==> src/rtl/core/pst_ram.sv <==
// Generic simple dual-port RAM: one write port, one registered read port.
// No dependencies.
`timescale 1ns / 1ps
`default_nettype none

module pst_ram #(
    parameter int WIDTH = 8,
    parameter int DEPTH = 16
) (
    input  wire logic                                   i_clk,
    input  wire logic                                   i_we,
    input  wire logic [(DEPTH > 1 ? $clog2(DEPTH) : 1)-1:0] i_waddr,
    input  wire logic [WIDTH-1:0]                       i_wdata,
    input  wire logic [(DEPTH > 1 ? $clog2(DEPTH) : 1)-1:0] i_raddr,
    output logic      [WIDTH-1:0]                       o_rdata
);

    logic [WIDTH-1:0] r_mem [DEPTH];
    logic [WIDTH-1:0] r_rdata;

    // Write port and registered read port
    always_ff @(posedge i_clk) begin
        if (i_we) begin
            r_mem[i_waddr] <= i_wdata;
        end
        r_rdata <= r_mem[i_raddr];
    end

    assign o_rdata = r_rdata;

endmodule

`default_nettype wire

==> config.mk <==
export PLATFORM = sky130hd
export DESIGN_NAME = pst_ram
export DESIGN_NICKNAME = d
export VERILOG_FILES = /design/src/rtl/core/pst_ram.sv
export SDC_FILE = /design/constraint.sdc
export NUM_CORES = 1
export LEC_CHECK = 0
export BUFFER_PORTS_ARGS = -buffer_cell sky130_fd_sc_hd__buf_2
export CORE_UTILIZATION = 60
export DETAILED_ROUTE_END_ITERATION = 6
export HOLD_SLACK_MARGIN = 0.02
export PLACE_DENSITY = 0.78
export SYNTH_ARGS = -nofsm -noshare
export SYNTH_HDL_FRONTEND = slang
export SYNTH_SLANG_ARGS = --single-unit
==> constraint.sdc <==
create_clock -name i_clk -period 2.24 [get_ports i_clk]
set_clock_uncertainty 0.15 [all_clocks]
set_input_delay 0.112 -clock i_clk [delete_from_list [all_inputs] [get_ports i_clk]]
set_output_delay 0.112 -clock i_clk [all_outputs]
set_load 0.02 [all_outputs]
==> results_tabular.tex, run 1 <==
\begin{tabular}{lr}
\hline
Metric & Value \\
\hline
\multicolumn{2}{l}{\textbf{Layout}} \\
\quad Non-filler cells, final & 418 \\
\quad Number of nets in the finished design & between 300 and 400 \\
\quad Ratio of cells with drive above 1 in the final layout & 0.313 \\
\quad Layout Utilization & 0.755 \\
\quad Layout-stage area growth over the synthesis result & 21.1\% \\
\quad Diodes inserted & 0 \\
\multicolumn{2}{l}{\textbf{Clock network}} \\
\quad Num CTS Buffers & 17 \\
\quad CTS Sinks & $\sim$140 \\
\quad Clock latency of the later-clocked register in the worst-skew pair & roughly 0.52 ns \\
\quad Number of gates given a new drive strength after cts & 0 \\
\quad Longest Clk Path Bufs & 2 \\
\quad Cell at the root of the clock tree & clkbuf\_8 \\
\quad Deepest level of the CTS H-tree & 4 \\
\quad Number of buffers inserted to repair setup after CTS & 0 \\
\quad Clock tree from TritonCTS & yes \\
\quad Register clock-pin slew on the reported worst setup and hold paths & 0.06 ns \\
\multicolumn{2}{l}{\textbf{Synth}} \\
\quad Most area-consuming cells after synthesis & edfxtp\_1 (75\%), mux4\_2 (7.9\%), mux4\_1 (7.1\%) \\
\quad Synthesized net count & between 200 and 250 \\
\quad Yosys top cell by area & edfxtp\_1 \\
\quad Distinct cells, synth & 19 \\
\quad Post-synth design cell area & 5150 µm² \\
\quad Area share of the leading cell type in the synthesized netlist & 0.747 \\
\quad Synth warnings & 0 \\
\quad Gate count after technology mapping & 229 \\
\quad Post-Synthesis Mean Instance Area & 22.5 µm² \\
\quad Count of state elements after synthesis & between 100 and 150 \\
\quad Register area share after synthesis & 0.778 \\
\multicolumn{2}{l}{\textbf{Worst setup path}} \\
\quad Maximum single-stage delay on the critical path & 0.61 ns \\
\quad Sort of element at the start of the critical path & input port \\
\quad Critical path endpoint category & flop \\
\quad Slowest CP cell & dlygate4sd3\_1 \\
\quad Delay-heaviest family, CP & buffers and inverters \\
\quad Cell-by-cell trace of the critical path & dlygate4sd3\_1 > buf\_2 > nand3b\_1 > dlygate4sd3\_1 > nor2\_1 > buf\_4 \\
\quad Setup CP Type & input port to flop \\
\quad Crit path buffers/inverters & 4 \\
\quad WP data required & roughly 2.3 ns \\
\quad Data arrival time of the critical path & 2.02 ns \\
\quad Most common cell type on the critical path & dlygate4sd3\_1 \\
\quad Worst Path Max Fanout & 5 \\
\multicolumn{2}{l}{\textbf{Place}} \\
\quad RD Place Congestion & 0.778 \\
\quad Port buffer count & 25 \\
\quad Detail Placement HPWL & around 6000 µm \\
\quad Post-placement cell count & 372 \\
\multicolumn{2}{l}{\textbf{STA}} \\
\quad Final Setup Violations & 0 \\
\quad Actual transition at the worst max-transition pin & between 0.6 and 0.7 ns \\
\quad Upper clock frequency limit & 515 MHz \\
\quad Setup repair after global routing missed its margin & false \\
\quad Sum of negative setup slack & 0 ns \\
\quad Count of final hold-check violations & 0 \\
\quad Post-layout min period & 1.94 ns \\
\quad Count of final max-slew check failures & 0 \\
\quad Final worst path period share & 0.868 \\
\quad Worst max-slew margin expressed relative to the limit & 0.551 \\
\multicolumn{2}{l}{\textbf{Floorplan}} \\
\quad I/O pins & 26 \\
\quad Die Outline Area & 8950 µm² \\
\quad Horiz. Die Dim & around 95 µm \\
\quad Starting Density & 0.623 \\
\quad Core Area & 8260 µm² \\
\quad Vertical extent of the die & approximately 95 µm \\
\quad Rows & 33 \\
\multicolumn{2}{l}{\textbf{Routing}} \\
\quad Mean number of vias per cell & 6.03 \\
\quad Number of DRC markers in iteration 0 & 231 \\
\quad Average wire length per cell after detail routing & 23.5 µm \\
\quad Detailed-router iteration count before antenna repair & 5 \\
\quad Routed vias & 2522 \\
\quad Final ANT Viol Nets & 0 \\
\quad \# DRC & 0 \\
\quad Final Routed Wirelength & 9820 µm \\
\multicolumn{2}{l}{\textbf{GRT}} \\
\quad Vias in the first global route & around 2600 \\
\quad Antenna violations before repair & 0 \\
\quad Maximum number of pins on one net before global-route repair & 33 \\
\quad Total overflow reported by the global router & 0 \\
\quad Global-route wire length before repair & 14900 µm \\
\quad Overall track demand over capacity in global routing & 0.247 \\
\multicolumn{2}{l}{\textbf{Power}} \\
\quad Leakage dissipation & 2.16 nW \\
\quad Power per cell area & 945 nW/µm² \\
\quad Peak VDD IR & 0.000571 V \\
\multicolumn{2}{l}{\textbf{Run}} \\
\quad MaxCap Viol Count & 0 \\
\multicolumn{2}{l}{\textbf{Run status}} \\
\quad Run status & finished clean \\
\multicolumn{2}{l}{\textbf{Worst hold path}} \\
\quad Worst min-delay path class & input port to flop \\
\hline
\end{tabular}
synthesized netlist by cell type (all sizes together):
cell type	count
mux4	32
nand2	9
clkdlybuf4s25	3
nand3	1
nand2b	2
and2b	1
edfxtp	128
a22oi	16
nor3	4
nand3b	2
buf	7
or3b	1
dfxtp	8
and2	1
nor2b	1
nor2	13
report_power, final:
| group | switching (mW) | leakage, nW | internal (mW) |
|---|---|---|---|
| clock | 1.03 | 0.282 | 1.70 |
| combinational | 0.168 | 0.656 | 0.129 |
| sequential | 0.0161 | 1.22 | 2.85 |
metrics by stage:
stage | hold WS (ns) | cell area, µm² | power, mW | setup WS (ns)
2_1_floorplan | 0.0609 | 5150 | 3.08 | 0.485
3_3_place_gp | 0.336 | 5500 | 3.18 | 0.532
3_5_place_dp | 0.357 | 5500 | 3.19 | 0.494
4_1_cts | 0.0247 | 6240 | 5.93 | 0.333
5_1_grt | 0.0562 | 6240 | 6.06 | 0.231
6_report | 0.0337 | 6240 | 5.89 | 0.296
flip-flops by register name (all words and copies together), names as in the netlist:
signal and cells:
o_rdata 8, r_mem 128
metal layers:
metal  GRT usage  wire [µm]  up-vias
met5           0          0        -
met4      0.0960         77        0
met3      0.0660        619        6
met2       0.388       5050      113
met1       0.336       4070     1289
li1            -          -     1114
placed cells by master, fill, tap and decap left out, types with 8 or more instances in the layout:
cell type      instances
a22oi_1               16
buf_2                 25
buf_4                 22
clkbuf_16             16
dfxtp_1                8
dlygate4sd3_1         14
edfxtp_1             128
mux4_1                14
mux4_2                18
nand2_1                9
nor2_1                13
worst min-delay path, delay by kind of cell:
| family | cells | cell delay (ns) |
|---|---|---|
| buf+inv | 1 | 0.10 |
| compound gates | 1 | 0.20 |
| simple gates | 2 | 0.23 |
layout make-up:
cell class / instances / area [µm²]
multi-input cells: 83 / 1060
flip-flops and latches: 136 / 4000
repair buffers: 62 / 450
well taps: 105 / 131
fillers: 468 / 2020
clock inverters: 14 / 175
clock buffers: 18 / 418
kinds of logic (layout without fill, tap and decap cells):
family                 count (synthesis)  in the layout  share of synthesized area
buffers and inverters                 10             94                     0.0168
DFF                                  136            136                      0.778
and+or+nand+nor                       35             35                     0.0318
muxes                                 32             32                      0.150
AOI/OAI and AO/OA                     16             16                     0.0233
repair_timing:
| action | in CTS | in global routing |
|---|---|---|
| hold buffers | 14 | 0 |
| endpoints found under the hold margin | 149 | 0 |
| setup endpoints to repair | 0 | 0 |
path summary, 6_finish.rpt:
check	startpoint	endpoint	slack, ns	depth (start not counted)
worst max-delay path	i_waddr[2]	r_mem[6][5]$_DFFE_PP_	0.30	6
worst min-delay path	i_raddr[3]	o_rdata[7]$_DFF_P_	0.03	4
worst max register to register	r_mem[1][0]$_DFFE_PP_	o_rdata[0]$_DFF_P_	0.67	3
worst min register to register	r_mem[14][1]$_DFFE_PP_	o_rdata[1]$_DFF_P_	0.52	3
(Power assumes the default switching activity.)
==> run 2: changes to the inputs <==
--- a/config.mk
+++ b/config.mk
@@ -7,9 +7,11 @@
 export LEC_CHECK = 0
 export BUFFER_PORTS_ARGS = -buffer_cell sky130_fd_sc_hd__buf_2
 export CORE_UTILIZATION = 60
+export CTS_CLUSTER_SIZE = 12
 export DETAILED_ROUTE_END_ITERATION = 6
 export HOLD_SLACK_MARGIN = 0.02
-export PLACE_DENSITY = 0.78
+export PLACE_DENSITY_LB_ADDON = 0.1
 export SYNTH_ARGS = -nofsm -noshare
 export SYNTH_HDL_FRONTEND = slang
 export SYNTH_SLANG_ARGS = --single-unit
+export TNS_END_PERCENT = 50
==> run 2 against run 1 <==
Against the previous run: utilization shrank 0.35 points; clock power grew 1%; hold slack gained 0.0063 ns; cell count shrank 1.4%; wire length shrank 1.5%; global-route usage shrank 0.53 points; clock-buffer cell count grew 1; sequential cell count is the same; critical endpoint is now r_mem[4][1]$_DFFE_PP_; largest cell class unchanged; largest power group unchanged.
==> results_tabular.tex, run 2 (synthesis results as in run 1) <==
\begin{tabular}{lr}
\hline
Metric & Value \\
\hline
\multicolumn{2}{l}{\textbf{Floorplan}} \\
\quad Rows & 33 (unchanged) \\
\quad Starting Density & 0.623 (unchanged) \\
\quad I/O pins & 26 (unchanged) \\
\quad Die Outline Area & 8950 µm² (unchanged) \\
\quad Vertical extent of the die & 94.6 µm (unchanged) \\
\quad Core Area & 8260 µm² (unchanged) \\
\quad Horiz. Die Dim & 94.6 µm (unchanged) \\
\multicolumn{2}{l}{\textbf{Worst setup path}} \\
\quad WP data required & 2.29 ns (-0.02 ns) \\
\quad Slowest CP cell & dlygate4sd3\_1 \\
\quad Data arrival time of the critical path & 1.75 ns (-0.27 ns) \\
\quad Critical path endpoint category & flop \\
\quad Most common cell type on the critical path & dlygate4sd3\_1 \\
\quad RR Startpoint & r\_mem[9][4]\$\_DFFE\_PP\_ \\
\quad Maximum single-stage delay on the critical path & 0.58 ns (-0.03 ns) \\
\quad Cell-by-cell trace of the critical path & dlygate4sd3\_1 > buf\_2 > nor3\_1 > dlygate4sd3\_1 > buf\_4 \\
\quad Sort of element at the start of the critical path & input port \\
\quad Worst Path Max Fanout & 8 (+3) \\
\quad Startpoint of the worst setup timing path & i\_waddr[1] \\
\quad Setup CP Type & input port to flop \\
\quad Register-to-Register Path Depth & 3 (unchanged) \\
\multicolumn{2}{l}{\textbf{Layout}} \\
\quad Number of flip-flops under the largest register name & 128 (unchanged) \\
\quad Largest Register & r\_mem \\
\quad Fillers & 461 (-1.5\%) \\
\quad Layout Utilization & 0.752 (-0.00349) \\
\quad Leading cell type in the layout, fill and taps excluded & edfxtp\_1 \\
\quad Most frequent cells in the layout & edfxtp\_1 (128), buf\_2 (25), mux4\_2 (18), buf\_4 (17) \\
\quad Ratio of cells with drive above 1 in the final layout & 0.306 (-0.00691) \\
\quad Layout-stage area growth over the synthesis result & 20.6\% \\
\quad Diodes inserted & 0 (unchanged) \\
\quad Number of nets in the finished design & 312 (-1.9\%) \\
\multicolumn{2}{l}{\textbf{STA}} \\
\quad Worst max-slew margin expressed relative to the limit & 0.502 (-0.0489) \\
\quad Post-layout min period & 1.69 ns (-0.249 ns) \\
\quad Count of final max-slew check failures & 0 (unchanged) \\
\quad Final worst path period share & 0.756 (-0.111) \\
\quad Sum of negative setup slack & 0 ns (unchanged) \\
\quad Final Setup Violations & 0 (unchanged) \\
\quad Upper clock frequency limit & 590 MHz (+15\%) \\
\quad Count of final hold-check violations & 0 (unchanged) \\
\quad Actual transition at the worst max-transition pin & 0.744 ns (+0.0731 ns) \\
\quad Setup repair after global routing missed its margin & false \\
\multicolumn{2}{l}{\textbf{Clock network}} \\
\quad Post-CTS Hold Fix Bufs & 12 (-2) \\
\quad Number of gates given a new drive strength after cts & 0 (unchanged) \\
\quad Cell at the root of the clock tree & clkbuf\_8 \\
\quad CTS Sinks & 136 (unchanged) \\
\quad Num CTS Buffers & 17 (unchanged) \\
\quad Longest Clk Path Bufs & 2 (unchanged) \\
\quad Deepest level of the CTS H-tree & 4 (unchanged) \\
\quad Number of buffers inserted to repair setup after CTS & 0 (unchanged) \\
\quad Clock latency of the later-clocked register in the worst-skew pair & 0.51 ns (about the same) \\
\quad Clock tree from TritonCTS & yes \\
\quad Register clock-pin slew on the reported worst setup and hold paths & 0.06 ns (about the same) \\
\multicolumn{2}{l}{\textbf{Place}} \\
\quad RD Place Congestion & 0.721 (-7.3\%) \\
\quad Detail Placement HPWL & 5710 µm (-4.9\%) \\
\quad Port buffer count & 25 (unchanged) \\
\multicolumn{2}{l}{\textbf{Run status}} \\
\quad Run status & finished clean \\
\multicolumn{2}{l}{\textbf{Run}} \\
\quad MaxCap Viol Count & 0 (unchanged) \\
\multicolumn{2}{l}{\textbf{Routing}} \\
\quad Met2 wire length & 5010 µm (-0.93\%) \\
\quad Detailed-router iteration count before antenna repair & 4 (-1) \\
\quad Final ANT Viol Nets & 0 (unchanged) \\
\quad Number of DRC markers in iteration 0 & 135 (-42\%) \\
\quad Top layer reached by signal wires & met4 \\
\quad Met1 routed wirelength after detailed routing & 3780 µm (-7.2\%) \\
\quad Final Routed Wirelength & 9670 µm (-1.5\%) \\
\quad Routed vias & 2509 (-0.52\%) \\
\quad Met3 wire length & 723 µm (+17\%) \\
\quad \# DRC & 0 (unchanged) \\
\quad Mean number of vias per cell & 6.09 (+0.93\%) \\
\quad Average wire length per cell after detail routing & 23.5 µm (about the same) \\
\multicolumn{2}{l}{\textbf{Worst hold path}} \\
\quad Worst min-delay path class & input port to flop \\
\quad Hold Startpoint & i\_raddr[3] \\
\quad Hold path cells & 5 (+1) \\
\multicolumn{2}{l}{\textbf{GRT}} \\
\quad Vias in the first global route & 2578 (-2.0\%) \\
\quad Maximum number of pins on one net before global-route repair & 33 (unchanged) \\
\quad Overall track demand over capacity in global routing & 0.242 (-0.00534) \\
\quad Antenna violations before repair & 0 (unchanged) \\
\quad Total overflow reported by the global router & 0 (unchanged) \\
\quad Global-route wire length before repair & 14300 µm (-3.6\%) \\
\multicolumn{2}{l}{\textbf{Power}} \\
\quad Peak VDD IR & 0.000706 V (+24\%) \\
\quad Leakage dissipation & 2.14 nW (-0.86\%) \\
\quad Power per cell area & 955 nW/µm² (+1.1\%) \\
\hline
\end{tabular}
## run 2: cell types whose count changed in the layout (fill, tap and decap cells not counted), sizes merged
cell         previous run  this run
inv                     2         4
dlygate4sd3            14        12
buf                    48        44
clkinv                  6         3
clkbuf                 18        19
## run 2: critical path: cells and delay by family
family	cells	cell delay [ns]
and+or+nand+nor	1	0.17
buffers and inverters	4	1.47
## run 2: per-stage QoR
step / setup WS (ns) / instances / power (mW) / hold slack (ns) / area [µm²]
floorplan: 0.485 / 229 / 3.08 / 0.0609 / 5150
CTS: 0.600 / 412 / 5.98 / 0.0217 / 6210
global route: 0.530 / 412 / 6.09 / 0.0793 / 6210
detailed placement: 0.487 / 368 / 3.19 / 0.353 / 5490
global placement: 0.482 / 368 / 3.18 / 0.339 / 5490
finish: 0.546 / 412 / 5.93 / 0.0400 / 6210
## run 2: report_power, final
part           leakage [nW]  switching [mW]  internal [mW]
Sequential             1.22          0.0193           2.85
Clock                 0.286            1.03           1.74
Combinational         0.633           0.164          0.127
## run 2: worst paths after layout
| kind | slack (ns) | endpoint |
|---|---|---|
| max | 0.55 | r_mem[4][1]$_DFFE_PP_ |
| min | 0.04 | o_rdata[1]$_DFF_P_ |
| max reg2reg | 0.73 | o_rdata[4]$_DFF_P_ |
| min reg2reg | 0.52 | o_rdata[2]$_DFF_P_ |
## run 2: metal layers
| metal | vias up | track usage |
|---|---|---|
| met5 | - | 0 |
| met4 | 0 | 0.107 |
| met3 | 13 | 0.0556 |
| met2 | 122 | 0.388 |
| met1 | 1272 | 0.321 |
| li1 | 1102 | - |
## run 2: final cells by class
type | instances | area [µm²] | share of cell area
tap | 105 | 131 | 0.0212
multi-input combinational | 83 | 1060 | 0.170
clock inverter | 13 | 170 | 0.0274
timing repair buffer | 56 | 413 | 0.0665
sequential | 136 | 4000 | 0.645
clock buffer | 19 | 432 | 0.0695
==> run 3: changes to the inputs <==
--- a/config.mk
+++ b/config.mk
@@ -5,8 +5,9 @@
 export SDC_FILE = /design/constraint.sdc
 export NUM_CORES = 1
 export LEC_CHECK = 0
+export ABC_AREA = 1
 export BUFFER_PORTS_ARGS = -buffer_cell sky130_fd_sc_hd__buf_2
-export CORE_UTILIZATION = 60
+export CORE_UTILIZATION = 55
 export CTS_CLUSTER_SIZE = 12
 export DETAILED_ROUTE_END_ITERATION = 6
 export HOLD_SLACK_MARGIN = 0.02
==> constraint.sdc (replaced) <==
create_clock -name i_clk -period 1.52 [get_ports i_clk]
set_clock_uncertainty 0.15 [all_clocks]
set_input_delay 0.076 -clock i_clk [delete_from_list [all_inputs] [get_ports i_clk]]
set_output_delay 0.076 -clock i_clk [all_outputs]
set_load 0.02 [all_outputs]
==> run 3 against run 2 <==
Against the previous run: clock-buffer cell count fell by 1; global-route usage rose by 1.1 points; critical endpoint is now o_rdata[1]; worst setup slack got worse by 0.32 ns; largest cell class unchanged.
==> results_tabular.tex, run 3 <==
\begin{tabular}{lr}
\hline
Metric & Value \\
\hline
\multicolumn{2}{l}{\textbf{Worst hold path}} \\
\quad Hold path cells & 4 (-1) \\
\quad Worst min-delay path class & input port to flop \\
\quad Hold Startpoint & i\_we \\
\multicolumn{2}{l}{\textbf{Clock network}} \\
\quad Cell at the root of the clock tree & clkbuf\_8 \\
\quad Deepest level of the CTS H-tree & 4 (unchanged) \\
\quad CTS Sinks & 136 (unchanged) \\
\quad Clock latency of the later-clocked register in the worst-skew pair & 0.51 ns (about the same) \\
\quad Number of gates given a new drive strength after cts & 0 (unchanged) \\
\quad Register clock-pin slew on the reported worst setup and hold paths & 0.06 ns (about the same) \\
\quad Clock tree from TritonCTS & yes \\
\quad Longest Clk Path Bufs & 2 (unchanged) \\
\quad Num CTS Buffers & 17 (unchanged) \\
\quad Number of buffers inserted to repair setup after CTS & 0 (unchanged) \\
\multicolumn{2}{l}{\textbf{Synth}} \\
\quad Count of state elements after synthesis & 136 (unchanged) \\
\quad Synthesized net count & 569 (+130\%) \\
\quad Area share of the leading cell type in the synthesized netlist & 0.667 (-0.0802) \\
\quad Most common cell in the synthesized netlist & nand2\_1 \\
\quad Most area-consuming cells after synthesis & edfxtp\_1 (67\%), nand2\_1 (11\%), nand3\_1 (8.4\%) \\
\quad Count of flip-flops with a built-in enable after synthesis & 128 (unchanged) \\
\quad Yosys top cell by area & edfxtp\_1 \\
\quad Register area share after synthesis & 0.694 (-0.0835) \\
\quad Gate count after technology mapping & 551 (+140\%) \\
\quad Post-synth design cell area & 5770 µm² (+12\%) \\
\quad Fraction of registers with async set/reset & 0 (unchanged) \\
\quad Leading post-synthesis cells by instance count & nand2\_1 (173), edfxtp\_1 (128), inv\_1 (100) \\
\quad Post-Synthesis Mean Instance Area & 10.5 µm² (-53\%) \\
\quad Flip-flop cell with the highest count after synthesis & edfxtp\_1 \\
\quad Synth warnings & 0 (unchanged) \\
\quad Distinct cells, synth & 12 (-7) \\
\multicolumn{2}{l}{\textbf{GRT}} \\
\quad Total overflow reported by the global router & 0 (unchanged) \\
\quad Global-route wire length before repair & 20100 µm (+40\%) \\
\quad Overall track demand over capacity in global routing & 0.253 (+0.0115) \\
\quad Vias in the first global route & 3800 (+47\%) \\
\quad Antenna violations before repair & 0 (unchanged) \\
\quad Maximum number of pins on one net before global-route repair & 65 (+97\%) \\
\multicolumn{2}{l}{\textbf{Layout}} \\
\quad Diodes inserted & 0 (unchanged) \\
\quad Most frequent cells in the layout & nand2\_1 (173), edfxtp\_1 (128), inv\_1 (100), nand3\_1 (97), buf\_2 (25) \\
\quad Leading cell type in the layout, fill and taps excluded & nand2\_1 \\
\quad Ratio of cells with drive above 1 in the final layout & 0.133 (-0.174) \\
\quad Number of flip-flops under the largest register name & 128 (unchanged) \\
\quad Non-filler cells, final & 754 (+83\%) \\
\quad Number of nets in the finished design & 623 (+100\%) \\
\quad Layout-stage area growth over the synthesis result & 17.4\% \\
\quad Largest Register & r\_mem \\
\multicolumn{2}{l}{\textbf{Run status}} \\
\quad Run status & finished clean \\
\multicolumn{2}{l}{\textbf{STA}} \\
\quad Actual transition at the worst max-transition pin & 0.360 ns (-0.384 ns) \\
\quad Final Setup Violations & 0 (unchanged) \\
\quad Count of final hold-check violations & 0 (unchanged) \\
\quad Count of final max-slew check failures & 0 (unchanged) \\
\quad Post-layout min period & 1.29 ns \\
\quad Sum of negative setup slack & 0 ns (unchanged) \\
\quad Worst max-slew margin expressed relative to the limit & 0.760 (+0.258) \\
\quad Smallest setup slack after layout & 0.229 ns (-0.316 ns) \\
\quad Upper clock frequency limit & 775 MHz \\
\quad Final worst path period share & 0.849 \\
\quad Setup repair after global routing missed its margin & false \\
\multicolumn{2}{l}{\textbf{Routing}} \\
\quad Final ANT Viol Nets & 0 (unchanged) \\
\quad \# DRC & 0 (unchanged) \\
\quad Routed vias & 3853 (+54\%) \\
\quad Detailed-router iteration count before antenna repair & 5 (+1) \\
\quad Mean number of vias per cell & 5.11 (-16\%) \\
\quad Average wire length per cell after detail routing & 16.6 µm (-29\%) \\
\quad Final Routed Wirelength & 12500 µm (+30\%) \\
\quad Number of DRC markers in iteration 0 & 305 (+130\%) \\
\multicolumn{2}{l}{\textbf{Worst setup path}} \\
\quad Flop2flop setup slack & 0.31 ns (-0.42 ns) \\
\quad Sort of element at the start of the critical path & flop \\
\quad WP data required & 1.29 ns (-1.00 ns) \\
\quad Setup CP Type & flop to primary output \\
\quad Slowest CP cell & dfxtp\_1 \\
\quad Worst Path Max Fanout & 1 (-7) \\
\quad Register-to-Register Path Depth & 6 (+3) \\
\quad RR Startpoint & r\_mem[5][3]\$\_DFFE\_PP\_ \\
\quad Delay-heaviest family, CP & flip-flops \\
\quad Critical path endpoint category & primary output \\
\quad Maximum single-stage delay on the critical path & 0.37 ns (-0.21 ns) \\
\quad Crit path buffers/inverters & 1 (-3) \\
\quad Critical path depth & 1 (-4) \\
\quad Data arrival time of the critical path & 1.06 ns (-0.69 ns) \\
\quad Cell-by-cell trace of the critical path & buf\_2 \\
\quad Startpoint of the worst setup timing path & o\_rdata[1]\$\_DFF\_P\_ \\
\multicolumn{2}{l}{\textbf{Floorplan}} \\
\quad Core Area & 10200 µm² (+24\%) \\
\quad I/O pins & 26 (unchanged) \\
\quad Die Outline Area & 10900 µm² (+22\%) \\
\quad Starting Density & 0.564 (-0.0597) \\
\quad Rows & 37 (+12\%) \\
\quad Horiz. Die Dim & 104 µm (+10\%) \\
\quad Vertical extent of the die & 104 µm (+10\%) \\
\multicolumn{2}{l}{\textbf{Place}} \\
\quad Port buffer count & 25 (unchanged) \\
\quad Post-placement cell count & 711 (+93\%) \\
\quad Detail Placement HPWL & 7590 µm (+33\%) \\
\quad RD Place Congestion & 0.809 (+12\%) \\
\quad Worst setup slack before clock tree synthesis & 0.145 ns (-0.342 ns) \\
\multicolumn{2}{l}{\textbf{Power}} \\
\quad Power per cell area & 1260 nW/µm² (+32\%) \\
\quad Peak VDD IR & 0.000686 V (-2.8\%) \\
\quad Leakage dissipation & 2.95 nW (+38\%) \\
\multicolumn{2}{l}{\textbf{Run}} \\
\quad MaxCap Viol Count & 0 (unchanged) \\
\hline
\end{tabular}
[run 3: cell count changes after synthesis, sizes merged, moves of 16 or more]
cell	before	now
a22oi	16	0
nand2	9	173
mux4	32	0
inv	0	102
nand3	1	97
buf	7	24
[run 3: repair_timing]
| item | CTS | global route |
|---|---|---|
| setup endpoints to repair | 0 | 0 |
| hold buffers | 11 | 0 |
| hold endpoints to repair | 136 | 0 |
[run 3: area by class of cell]
cell class / count / area [µm²]
Timing Repair Buffer: 59 / 445
Clock inverter: 14 / 126
Tap cell: 136 / 170
Inverter: 102 / 383
Sequential cell: 136 / 4000
Multi-Input combinational cell: 289 / 1210
Clock buffer: 18 / 428
Fill cell: 791 / 3460
[run 3: worst paths after layout]
kind,end
setup reg to reg,o_rdata[3]$_DFF_P_
hold / removal,r_mem[2][0]$_DFFE_PP_
hold reg to reg,o_rdata[3]$_DFF_P_
setup / recovery,o_rdata[1]
[run 3: cells by family after synthesis]
logic type	share of synthesized area
buffers and inverters	0.0952
flip-flops	0.694
AND/OR/NAND/NOR	0.210
[run 3: layer usage]
layer / routed length, µm / GRT usage / share of wire
met3: 590 / 0.0526 / 0.047
met2: 6280 / 0.413 / 0.50
met4: 303 / 0.0959 / 0.024
met1: 5360 / 0.335 / 0.43
met5: 0 / 0 / 0
[run 3: report_power, final]
group | switching [mW] | internal (mW)
logic | 0.384 | 0.179
registers | 0.0278 | 4.19
clock network | 1.53 | 2.21
[run 3: through the flow]
step	total power, mW	hold slack (ns)	instance area, µm²	utilization
floorplan	4.62	0.0249	5770	-
global placement	4.83	0.298	6110	0.597
detailed placement	4.84	0.306	6110	0.597
global route	8.80	0.0773	6770	0.662
finish	8.53	0.0309	6770	0.662
CTS	8.56	0.0230	6770	0.662
